`config.mk`:
```
export PLATFORM = sky130hd
export DESIGN_NAME = bus_grant_arbiter_unit_flat
export DESIGN_NICKNAME = d
export VERILOG_FILES = /design/src/rtl/bga_pkg.sv /design/src/rtl/bga_if.sv /design/src/rtl/bus_grant_arbiter_unit.sv /design/src/rtl/bga_front.sv /design/src/rtl/bga_back.sv /design/src/flat_wrapper.sv
export SDC_FILE = /design/constraint.sdc
export NUM_CORES = 1
export LEC_CHECK = 0
export BUFFER_PORTS_ARGS = -buffer_cell sky130_fd_sc_hd__buf_4
export CORE_UTILIZATION = 44
export CTS_CLUSTER_SIZE = 16
export DETAILED_ROUTE_END_ITERATION = 8
export GPL_ROUTABILITY_DRIVEN = 0
export MAX_ROUTING_LAYER = met4
export PLACE_DENSITY = 0.59
export SLEW_MARGIN = 25
export SYNTH_ARGS = -nofsm -noshare
export SYNTH_HDL_FRONTEND = slang
export SYNTH_SLANG_ARGS = --single-unit
```
`constraint.sdc`:
```
create_clock -name clk -period 7.1 [get_ports clk]
set_input_delay 0 -clock clk [delete_from_list [all_inputs] [get_ports clk]]
set_output_delay 0 -clock clk [all_outputs]
set_load 0.01 [all_outputs]
```
`src/rtl/bga_pkg.sv`:
```
// ----------------------------------------------------------------------------
// bga_pkg: shared types and constants for the bus grant arbiter
// Word layouts, policy and register codes, and parameter defaults.
// ----------------------------------------------------------------------------
package bga_pkg;

  localparam int NUM_REQUESTERS_DEF = 8;
  localparam int QUEUE_DEPTH_DEF    = 16;

  localparam int REQ_W  = 3;
  localparam int HOLD_W = 5;
  localparam int CFG_W  = 5;

  localparam logic KIND_ACQUIRE = 1'b0;
  localparam logic KIND_RELEASE = 1'b1;

  localparam logic POLICY_FIFO = 1'b0;
  localparam logic POLICY_RR   = 1'b1;

  localparam logic CFG_POLICY      = 1'b0;
  localparam logic CFG_MAX_HOLDERS = 1'b1;

  typedef struct packed {
    logic              is_rel;
    logic [REQ_W-1:0]  requester;
  } bga_item_t;

  typedef struct packed {
    logic              policy;
    logic [HOLD_W-1:0] max_holders;
  } bga_cfg_t;

endpackage

```
`src/rtl/bga_if.sv`:
```
// ----------------------------------------------------------------------------
// bga_if: event and grant channels
// Valid/ready channels carrying arbiter event words and grant words.
// ----------------------------------------------------------------------------
interface bga_in_if;
  logic       valid;
  logic       ready;
  logic       kind;
  logic [2:0] requester;

  modport source (output valid, output kind, output requester, input ready);
  modport sink   (input valid, input kind, input requester, output ready);
endinterface

interface bga_out_if;
  logic       valid;
  logic       ready;
  logic [2:0] granted_to;
  logic       dropped;

  modport source (output valid, output granted_to, output dropped, input ready);
  modport sink   (input valid, input granted_to, input dropped, output ready);
endinterface

```
`src/rtl/bus_grant_arbiter_unit.sv`:
```
// ----------------------------------------------------------------------------
// bus_grant_arbiter_unit: FIFO / round-robin bus grant arbiter
// Takes acquire and release event words and returns grant words.
//
// in_ch  : event words (kind 0 acquire, 1 release; requester id).
// out_ch : grant words (granted_to, dropped). Zero or one per event.
// cfg_*  : register writes; index 0 policy (0 FIFO, 1 round robin),
//          index 1 max_holders. Write only while the unit is idle.
// An event is registered in the two-entry intake queue, then the grant
// engine takes it. FIFO acquires and rejected events finish in the idle
// state; a FIFO release that hands the grant to a waiter also passes
// through the wait queue RAM read (S_FRD), and a round-robin release with
// requests still pending through the rotating priority pick (S_RPICK).
// The engine takes no new event while in either of these states.
// Reset (synchronous, rst_n low) empties the queues, clears the pending
// mask and holder, and sets policy FIFO with max_holders 1. The wait queue
// RAM is not cleared. While out_ch is stalled the grant word holds; the
// engine takes no further event and the intake fills, then drops ready.
// ----------------------------------------------------------------------------
module bus_grant_arbiter_unit
  import bga_pkg::*;
#(
  parameter int NUM_REQUESTERS = NUM_REQUESTERS_DEF,
  parameter int QUEUE_DEPTH    = QUEUE_DEPTH_DEF
) (
  input  logic             clk,
  input  logic             rst_n,
  bga_in_if.sink           in_ch,
  bga_out_if.source        out_ch,
  input  logic             cfg_we,
  input  logic             cfg_index,
  input  logic [CFG_W-1:0] cfg_wdata
);

  bga_cfg_t  cfg_r;
  logic      item_valid;
  bga_item_t item;
  logic      item_pop;

  always_ff @(posedge clk) begin
    if (!rst_n) begin
      cfg_r.policy      <= POLICY_FIFO;
      cfg_r.max_holders <= HOLD_W'(1);
    end else if (cfg_we) begin
      case (cfg_index)
        CFG_POLICY:      cfg_r.policy      <= cfg_wdata[0];
        CFG_MAX_HOLDERS: cfg_r.max_holders <= cfg_wdata[HOLD_W-1:0];
        default: begin
        end
      endcase
    end
  end

  bga_front u_front (
    .clk        (clk),
    .rst_n      (rst_n),
    .in_ch      (in_ch),
    .item_valid (item_valid),
    .item       (item),
    .item_pop   (item_pop)
  );

  bga_back #(
    .NUM_REQUESTERS (NUM_REQUESTERS),
    .QUEUE_DEPTH    (QUEUE_DEPTH)
  ) u_back (
    .clk        (clk),
    .rst_n      (rst_n),
    .cfg        (cfg_r),
    .item_valid (item_valid),
    .item       (item),
    .item_pop   (item_pop),
    .out_ch     (out_ch)
  );

endmodule

```
`src/rtl/bga_front.sv`:
```
// ----------------------------------------------------------------------------
// bga_front: event intake
// Accepts event words, decodes the kind and buffers them in a two-entry queue.
// ----------------------------------------------------------------------------
module bga_front
  import bga_pkg::*;
(
  input  logic       clk,
  input  logic       rst_n,
  bga_in_if.sink     in_ch,
  output logic       item_valid,
  output bga_item_t  item,
  input  logic       item_pop
);

  bga_item_t  buf_r [2];
  logic       wr_ptr_r, wr_ptr_nxt;
  logic       rd_ptr_r, rd_ptr_nxt;
  logic [1:0] cnt_r, cnt_nxt;
  logic       push;
  logic       pop;
  bga_item_t  dec;

  assign in_ch.ready = (cnt_r != 2'd2);
  assign push        = in_ch.valid && in_ch.ready;
  assign item_valid  = (cnt_r != 2'd0);
  assign pop         = item_pop && item_valid;
  assign item        = buf_r[rd_ptr_r];

  always_comb begin
    dec.is_rel    = (in_ch.kind == KIND_RELEASE);
    dec.requester = in_ch.requester;
    wr_ptr_nxt    = push ? ~wr_ptr_r : wr_ptr_r;
    rd_ptr_nxt    = pop ? ~rd_ptr_r : rd_ptr_r;
    cnt_nxt       = cnt_r + 2'(push) - 2'(pop);
  end

  always_ff @(posedge clk) begin
    if (!rst_n) begin
      wr_ptr_r <= 1'b0;
      rd_ptr_r <= 1'b0;
      cnt_r    <= 2'd0;
    end else begin
      wr_ptr_r <= wr_ptr_nxt;
      rd_ptr_r <= rd_ptr_nxt;
      cnt_r    <= cnt_nxt;
    end
    if (push) begin
      buf_r[wr_ptr_r] <= dec;
    end
  end

endmodule

```
`src/rtl/bga_back.sv`:
```
// ----------------------------------------------------------------------------
// bga_back: grant engine
// Executes queued events under the FIFO or round-robin policy and drives
// the registered grant word.
// ----------------------------------------------------------------------------
module bga_back
  import bga_pkg::*;
#(
  parameter int NUM_REQUESTERS = NUM_REQUESTERS_DEF,
  parameter int QUEUE_DEPTH    = QUEUE_DEPTH_DEF
) (
  input  logic       clk,
  input  logic       rst_n,
  input  bga_cfg_t   cfg,
  input  logic       item_valid,
  input  bga_item_t  item,
  output logic       item_pop,
  bga_out_if.source  out_ch
);

  localparam int RW = (NUM_REQUESTERS > 1) ? $clog2(NUM_REQUESTERS) : 1;
  localparam int AW = (QUEUE_DEPTH > 1) ? $clog2(QUEUE_DEPTH) : 1;
  localparam int CW = $clog2(QUEUE_DEPTH + 1);

  typedef enum logic [1:0] {S_IDLE, S_FRD, S_RPICK} state_t;

  state_t                state_r, state_nxt;
  logic [AW-1:0]         head_r, head_nxt;
  logic [CW-1:0]         count_r, count_nxt;
  logic [NUM_REQUESTERS-1:0] pend_r, pend_nxt;
  logic [NUM_REQUESTERS-1:0] rot_r, rot_nxt;
  logic [RW-1:0]         ptr_r, ptr_nxt;
  logic [RW-1:0]         holder_r, holder_nxt;
  logic                  hvalid_r, hvalid_nxt;
  logic                  ovalid_r, ovalid_nxt;
  logic [REQ_W-1:0]      ogrant_r, ogrant_nxt;
  logic                  odrop_r, odrop_nxt;

  logic [REQ_W-1:0]      mem [QUEUE_DEPTH];
  logic [REQ_W-1:0]      rd_data_r;
  logic                  wr_en, rd_en;
  logic [AW-1:0]         wr_addr, rd_addr;

  logic                  out_free;
  logic [HOLD_W-1:0]     m;
  logic [AW:0]           tail_sum, rd_sum;
  logic [AW-1:0]         head_inc;
  logic [RW-1:0]         req_idx;
  logic [NUM_REQUESTERS-1:0] pend_rel;
  logic [2*NUM_REQUESTERS-1:0] dbl;
  logic [RW-1:0]         first;
  logic [RW:0]           pick_sum;
  logic [RW-1:0]         pick;
  logic [RW-1:0]         req_plus1, pick_plus1;

  assign out_free          = !ovalid_r || out_ch.ready;
  assign out_ch.valid      = ovalid_r;
  assign out_ch.granted_to = ogrant_r;
  assign out_ch.dropped    = odrop_r;

  always_comb begin
    m        = (cfg.max_holders == '0) ? HOLD_W'(1) : cfg.max_holders;
    tail_sum = (AW+1)'(head_r) + (AW+1)'(count_r);
    wr_addr  = (tail_sum >= (AW+1)'(QUEUE_DEPTH)) ?
               AW'(tail_sum - (AW+1)'(QUEUE_DEPTH)) : AW'(tail_sum);
    head_inc = (head_r == AW'(QUEUE_DEPTH - 1)) ? '0 : head_r + AW'(1);
    rd_sum   = (AW+1)'(head_inc) + (AW+1)'(m) - (AW+1)'(1);
    rd_addr  = (rd_sum >= (AW+1)'(QUEUE_DEPTH)) ?
               AW'(rd_sum - (AW+1)'(QUEUE_DEPTH)) : AW'(rd_sum);
    req_idx  = RW'(item.requester);
    req_plus1 = (req_idx == RW'(NUM_REQUESTERS - 1)) ? '0 : req_idx + RW'(1);
    pend_rel = pend_r & ~(NUM_REQUESTERS'(1) << holder_r);
    dbl      = {pend_rel, pend_rel} >> ptr_r;
  end

  always_comb begin
    first = '0;
    for (int i = NUM_REQUESTERS - 1; i >= 0; i--) begin
      if (rot_r[i]) begin
        first = RW'(i);
      end
    end
    pick_sum   = (RW+1)'(ptr_r) + (RW+1)'(first);
    pick       = (pick_sum >= (RW+1)'(NUM_REQUESTERS)) ?
                 RW'(pick_sum - (RW+1)'(NUM_REQUESTERS)) : RW'(pick_sum);
    pick_plus1 = (pick == RW'(NUM_REQUESTERS - 1)) ? '0 : pick + RW'(1);
  end

  always_comb begin
    state_nxt  = state_r;
    head_nxt   = head_r;
    count_nxt  = count_r;
    pend_nxt   = pend_r;
    rot_nxt    = rot_r;
    ptr_nxt    = ptr_r;
    holder_nxt = holder_r;
    hvalid_nxt = hvalid_r;
    ovalid_nxt = ovalid_r && !out_ch.ready;
    ogrant_nxt = ogrant_r;
    odrop_nxt  = odrop_r;
    item_pop   = 1'b0;
    wr_en      = 1'b0;
    rd_en      = 1'b0;
    case (state_r)
      S_IDLE: begin
        if (item_valid && out_free) begin
          item_pop = 1'b1;
          if (cfg.policy == POLICY_FIFO) begin
            if (!item.is_rel) begin
              if (32'(count_r) >= QUEUE_DEPTH) begin
                ovalid_nxt = 1'b1;
                ogrant_nxt = '0;
                odrop_nxt  = 1'b1;
              end else begin
                wr_en     = 1'b1;
                count_nxt = count_r + CW'(1);
                if (32'(count_r) + 1 <= 32'(m)) begin
                  ovalid_nxt = 1'b1;
                  ogrant_nxt = item.requester;
                  odrop_nxt  = 1'b0;
                end
              end
            end else if (count_r != '0) begin
              head_nxt  = head_inc;
              count_nxt = count_r - CW'(1);
              if (32'(count_r) - 1 >= 32'(m)) begin
                rd_en     = 1'b1;
                state_nxt = S_FRD;
              end
            end
          end else begin
            if (!item.is_rel) begin
              if (32'(item.requester) < NUM_REQUESTERS && !pend_r[req_idx]) begin
                pend_nxt[req_idx] = 1'b1;
                if (!hvalid_r) begin
                  holder_nxt = req_idx;
                  hvalid_nxt = 1'b1;
                  ptr_nxt    = req_plus1;
                  ovalid_nxt = 1'b1;
                  ogrant_nxt = item.requester;
                  odrop_nxt  = 1'b0;
                end
              end
            end else if (hvalid_r) begin
              pend_nxt = pend_rel;
              if (pend_rel == '0) begin
                hvalid_nxt = 1'b0;
              end else begin
                rot_nxt   = dbl[NUM_REQUESTERS-1:0];
                state_nxt = S_RPICK;
              end
            end
          end
        end
      end
      S_FRD: begin
        ovalid_nxt = 1'b1;
        ogrant_nxt = rd_data_r;
        odrop_nxt  = 1'b0;
        state_nxt  = S_IDLE;
      end
      S_RPICK: begin
        holder_nxt = pick;
        ptr_nxt    = pick_plus1;
        ovalid_nxt = 1'b1;
        ogrant_nxt = REQ_W'(pick);
        odrop_nxt  = 1'b0;
        state_nxt  = S_IDLE;
      end
      default: begin
        state_nxt = S_IDLE;
      end
    endcase
  end

  always_ff @(posedge clk) begin
    if (!rst_n) begin
      state_r  <= S_IDLE;
      head_r   <= '0;
      count_r  <= '0;
      pend_r   <= '0;
      ptr_r    <= '0;
      holder_r <= '0;
      hvalid_r <= 1'b0;
      ovalid_r <= 1'b0;
    end else begin
      state_r  <= state_nxt;
      head_r   <= head_nxt;
      count_r  <= count_nxt;
      pend_r   <= pend_nxt;
      ptr_r    <= ptr_nxt;
      holder_r <= holder_nxt;
      hvalid_r <= hvalid_nxt;
      ovalid_r <= ovalid_nxt;
    end
    rot_r    <= rot_nxt;
    ogrant_r <= ogrant_nxt;
    odrop_r  <= odrop_nxt;
  end

  always_ff @(posedge clk) begin
    if (wr_en) begin
      mem[wr_addr] <= item.requester;
    end
    if (rd_en) begin
      rd_data_r <= mem[rd_addr];
    end
  end

endmodule
```
`src/flat_wrapper.sv`:
```
// flat-port wrapper written by rule: the top's interface ports become plain ports
module bus_grant_arbiter_unit_flat import bga_pkg::*;
#(
  parameter int NUM_REQUESTERS = NUM_REQUESTERS_DEF,
  parameter int QUEUE_DEPTH    = QUEUE_DEPTH_DEF
)
  (clk, rst_n, cfg_we, cfg_index, cfg_wdata, in_ch_valid, in_ch_kind, in_ch_requester, in_ch_ready, out_ch_valid, out_ch_granted_to, out_ch_dropped, out_ch_ready);
  bga_in_if in_ch_i ();
  bga_out_if out_ch_i ();
  input  logic clk;
  input  logic rst_n;
  input  logic cfg_we;
  input  logic cfg_index;
  input  logic [CFG_W-1:0] cfg_wdata;
  input wire logic [$bits(in_ch_i.valid)-1:0] in_ch_valid;
  input wire logic [$bits(in_ch_i.kind)-1:0] in_ch_kind;
  input wire logic [$bits(in_ch_i.requester)-1:0] in_ch_requester;
  output wire logic [$bits(in_ch_i.ready)-1:0] in_ch_ready;
  output wire logic [$bits(out_ch_i.valid)-1:0] out_ch_valid;
  output wire logic [$bits(out_ch_i.granted_to)-1:0] out_ch_granted_to;
  output wire logic [$bits(out_ch_i.dropped)-1:0] out_ch_dropped;
  input wire logic [$bits(out_ch_i.ready)-1:0] out_ch_ready;
  assign in_ch_i.valid = in_ch_valid;
  assign in_ch_i.kind = in_ch_kind;
  assign in_ch_i.requester = in_ch_requester;
  assign in_ch_ready = in_ch_i.ready;
  assign out_ch_valid = out_ch_i.valid;
  assign out_ch_granted_to = out_ch_i.granted_to;
  assign out_ch_dropped = out_ch_i.dropped;
  assign out_ch_i.ready = out_ch_ready;
  bus_grant_arbiter_unit #(.NUM_REQUESTERS(NUM_REQUESTERS), .QUEUE_DEPTH(QUEUE_DEPTH)) u_core (.clk(clk), .rst_n(rst_n), .in_ch(in_ch_i), .out_ch(out_ch_i), .cfg_we(cfg_we), .cfg_index(cfg_index), .cfg_wdata(cfg_wdata));
endmodule
```
==> impl.org <==
** Status
- Result of the run :: complete, no violations

** CTS
- After clock tree synthesis, the flow added hold-fix buffers numbering 17.
- Clk Latency, worst-skew pair :: roughly 0.35 ns
- Clock buffer count from CTS :: 9
- The clock passes through at most 2 buffers.
- The tree is rooted in a sky130_fd_sc_hd__clkbuf_16.
- Resize count post-CTS :: 0
- Clock-pin slew on the worst setup and hold paths :: 0.08 ns
- In this run the number of H-tree levels came out at 3.
- Number of buffers inserted to repair setup after CTS :: 0
- For this design, the sink count on the clock tree is ~110.
- TritonCTS built the clock tree.

** Synthesis
- After synthesis, flip-flops and latches occupy between 40% and 50% of the total area.
- Post-synthesis instance area :: 5850 sq um
- Mean area per synthesized cell :: between 10 and 15 sq um
- Synthesized flop and latch total :: about 110
- Of the total synthesized cell area, the portion taken by AND, OR, NAND and NOR gates is between 10% and 20%.
- Biggest area consumer among synthesized cells :: sky130_fd_sc_hd__edfxtp_1
- Of the total synthesized cell area, the portion taken by XOR and XNOR cells is ~3.7%.
- When the netlist entered floorplanning its net count stood at between 500 and 600.
- Synth Area in Compound Gates :: a little over a tenth
- Counting flops with a built-in enable in the synthesized netlist gives around 70.
- Portion of netlist area occupied by mux cells :: between 10% and 20%
- Share of async-settable or async-resettable flops after synthesis :: 0%
- Synth area leaders :: sky130_fd_sc_hd__edfxtp_1 36%, sky130_fd_sc_hd__dfxtp_1 13%, sky130_fd_sc_hd__ha_1 6.6%, sky130_fd_sc_hd__mux4_2 6.5%, sky130_fd_sc_hd__mux2i_1 3.6%
- Counting every instance in the synthesized netlist gives 520.
- Adder-cell area share of the yosys netlist :: under 10%
- By area, the combinational part of the netlist is dominated by simple AND/OR/NAND/NOR gates.
- Most used flip-flop cell after synthesis :: sky130_fd_sc_hd__edfxtp_1
- Number of warnings reported in the yosys synthesis log :: 0
- Share of Yosys cell area claimed by the top area cell type :: a little over a third
- Counting distinct cell types in the post-synthesis netlist gives 59.

** Routing
- 1st-pass router iterations :: 4
- The detail route stage leaves a number of antenna-violating nets equal to 0.
- Total Wirelength :: between 10000 and 15000 um
- Dividing the detail-routed wire length by the instance count gives 17.4 um.
- Average vias per placed instance :: between 5 and 6
- Starting DRC count in detailed routing :: between 150 and 200
- In the routed design, unresolved DRC markers number 0.
- The routed layout has 4077 vias.

** Pwr
- Registers are responsible for about two fifths of the overall power.
- Power density over cell area :: about 330 nW/um^2
- The internal portion of the total power is 1.47 mW.
- Net Sw Power :: between 0.7 and 0.8 mW
- Overall power consumption after layout is estimated at about 2.2 mW.
- Share of total power in the clock network :: about a quarter
- Logic gate share of total power :: between 30% and 40%
- IR analysis of the VDD net gives a maximum drop of approximately 0.00015 V.
- Of the total power, the share spent switching nets is about a third.
- Leakage power summed over all cells :: 2.36 nW

** Floorplan
- Initial cell density of the core :: a little under half
- I/O pin count :: 21
- The die is 117 um wide.
- Placeable core region :: approximately 13000 sq um
- The die is roughly 120 um tall.
- After floorplanning, the core was divided into 41 placement rows.
- The die covers about 14000 sq um.

** Placement
- Placed Cells incl. Taps :: about 690
- The HPWL after detailed placement is approximately 9100 um.
- The count of buffers added on input and output ports is 20.
- Placement-stage worst setup slack :: 4.10 ns

** Critical path
- R2R setup slack :: between 4 and 5 ns
- The worst setup path is captured at a register.
- Signal arrival time at the worst endpoint :: between 2 and 3 ns
- Along the worst path, the maximum fanout reaches 9.
- The setup path with the least slack is of type reg2reg.
- Worst Setup Start Kind :: register
- STA puts the critical path data required time at ~7.1 ns.

** Timing
- Dividing the final minimum period by the clock period gives about two fifths.
- Setup repair after global routing left no endpoint under its margin.
- Headroom to the max-slew limit :: 31.9%
- Number of slew-limit violations in the final report :: 0
- Final Skew :: 0.0137 ns
- Final worst-path setup slack :: just over 4 ns
- Setup violations remaining at the end of the flow were counted as 0.
- The final-report hold violation count is 0.
- Max Clk Rate :: roughly 0.34 GHz
- Tightest Pin Transition :: 1.01 ns
- Post-layout min period :: approximately 3.0 ns
- Summed over all failing endpoints, the final setup total negative slack is 0 ns.

** Global route
- Via count of the first global-routing pass :: roughly 3900
- The first global-routing pass estimated roughly 20000 um of wire.
- GRT Residual Overflow :: 0
- Pin count of the biggest net entering global routing :: 31
- Number of antenna violations at the first check in global routing :: 0
- Across every metal layer, demand over resource in global routing totals between 20% and 30%.

** Layout
- The area growth from synthesis to layout is 12.9%.
- Leaving out fill and tap cells, the most frequent cell in the layout is sky130_fd_sc_hd__edfxtp_1.
- The repair_antennas step left the layout with diodes totalling 0.
- Register area :: approximately 2900 sq um
- Highest-count cells in the layout ignoring fill and taps :: 71 x sky130_fd_sc_hd__edfxtp_1, 49 x sky130_fd_sc_hd__nor2_1, 38 x sky130_fd_sc_hd__dfxtp_1, 34 x sky130_fd_sc_hd__a21oi_1, 31 x sky130_fd_sc_hd__ha_1
- For this run, the post-layout net count is between 500 and 600.
- Layout cells sized above 1 :: about an eighth
- Filler cell count in the final layout :: about 1100
- The count of cells in the finished layout, fillers not included, comes to a little over 700.
- Share of the core filled with cells in the final layout :: about 52%
- In the final layout, the multi-input gates occupy about 2700 sq um.

** Flow run
- Max-cap violations in this run came to 0.

** Hold path
- Type of the worst min-delay path :: in2reg
## final cells by class
cell class,instances,share of cell area [%]
well taps,172,3.26
flip-flops and latches,109,43.8
clock inverters,6,1.31
clock buffers,10,3.47
inverters,33,1.91
repair buffers,37,4.85
multi-input cells,358,41.4
## state kept, by name, summed over array words and instances, names as in the netlist, named ones only
register and count:
u_core.u_back.out_ch.dropped 1, u_core.u_back.count_r 5, u_core.u_front.rd_ptr_r 1, u_core.u_front.buf_r 8, u_core.u_back.ptr_r 3, u_core.u_back.rot_r 8, u_core.u_back.rd_data_r 3, u_core.u_back.pend_r 8
u_core.cfg_r 6, u_core.u_back.mem 48, u_core.u_back.holder_r 3, u_core.u_front.wr_ptr_r 1, u_core.u_back.head_r 4, u_core.u_front.cnt_r 2, u_core.u_back.hvalid_r 1, u_core.u_back.out_ch.granted_to 3
u_core.u_back.out_ch.valid 1, u_core.u_back.state_r 2
## layer usage
| layer | GRT usage (%) | up-vias | part of all wire [%] |
|---|---|---|---|
| met2 | 34.1 | 65 | 49 |
| met1 | 24.7 | 2016 | 46 |
| met4 | 6.41 | 0 | 1.6 |
| met3 | 4.22 | 15 | 3.3 |
| met5 | - | - | 0 |
| li1 | - | 1981 | - |
## worst paths after layout
kind | start | end | cells after the start
worst max register to register | u_core.u_back.count_r[0] | u_core.u_back.out_ch.granted_to[2] | 9
worst max-delay path | u_core.u_back.count_r[0] | u_core.u_back.out_ch.granted_to[2] | 9
worst min register to register | u_core.cfg_r[3] | u_core.cfg_r[3] | 2
worst min-delay path | cfg_index | u_core.cfg_r[1] | 4
## logic make-up after synthesis
group / count (synthesis)
AO/OA/AOI/OAI: 101
XOR/XNOR: 25
adder cells (fa/ha/maj): 35
buffers and inverters: 53
flip-flops: 109
multiplexers: 44
AND/OR/NAND/NOR: 153
## worst max-delay path: stages, from the launching register on
cell,delay (ns)
sky130_fd_sc_hd__dfxtp_1,0.54
sky130_fd_sc_hd__ha_1,0.25
sky130_fd_sc_hd__nand3_1,0.11
sky130_fd_sc_hd__xnor2_1,0.16
sky130_fd_sc_hd__ha_1,0.32
sky130_fd_sc_hd__and3_1,0.20
sky130_fd_sc_hd__a221o_1,0.33
sky130_fd_sc_hd__a21oi_1,0.24
sky130_fd_sc_hd__nand3_1,0.11
sky130_fd_sc_hd__a21oi_1,0.37
## power groups by stage
stage / clock network, mW / registers [mW] / logic [mW]
2_1_floorplan: 0 / 0.844 / 0.643
3_3_place_gp: 0 / 0.879 / 0.790
3_5_place_dp: 0 / 0.881 / 0.806
4_1_cts: 0.547 / 0.867 / 0.817
5_1_grt: 0.570 / 0.876 / 0.920
6_report: 0.536 / 0.867 / 0.809
## stage by stage
step           instance area, sq um  hold WS, ns
5_1_grt                        6600       0.0877
3_3_place_gp                   6110        0.187
6_report                       6600       0.0647
4_1_cts                        6600       0.0558
2_1_floorplan                  5850       0.0989
3_5_place_dp                   6110        0.190
## synth_stat cells, types with 2 or more instances
cell	count
sky130_fd_sc_hd__or2_2	3
sky130_fd_sc_hd__nand2_1	30
sky130_fd_sc_hd__a221oi_1	2
sky130_fd_sc_hd__ha_1	31
sky130_fd_sc_hd__o21ai_0	26
sky130_fd_sc_hd__edfxtp_1	71
sky130_fd_sc_hd__o41ai_1	2
sky130_fd_sc_hd__mux4_2	17
sky130_fd_sc_hd__o31ai_1	4
sky130_fd_sc_hd__and3_1	2
sky130_fd_sc_hd__nand3b_1	3
sky130_fd_sc_hd__nor2_1	49
sky130_fd_sc_hd__nand3_1	27
sky130_fd_sc_hd__and3b_1	2
sky130_fd_sc_hd__a21oi_1	34
sky130_fd_sc_hd__o22ai_1	3
sky130_fd_sc_hd__a211oi_1	5
sky130_fd_sc_hd__mux2_2	4
sky130_fd_sc_hd__buf_1	3
sky130_fd_sc_hd__fa_1	4
sky130_fd_sc_hd__nor2b_1	2
sky130_fd_sc_hd__or4_1	9
sky130_fd_sc_hd__a21o_1	6
sky130_fd_sc_hd__nor3_1	11
sky130_fd_sc_hd__o21ai_1	2
sky130_fd_sc_hd__nand2b_1	9
sky130_fd_sc_hd__mux2i_1	21
sky130_fd_sc_hd__buf_6	3
sky130_fd_sc_hd__dfxtp_1	38
sky130_fd_sc_hd__a31oi_1	3
sky130_fd_sc_hd__xor2_1	9
sky130_fd_sc_hd__clkbuf_1	13
sky130_fd_sc_hd__inv_1	31
sky130_fd_sc_hd__xnor2_1	16
Note: power is estimated with default switching activity, not from simulation.
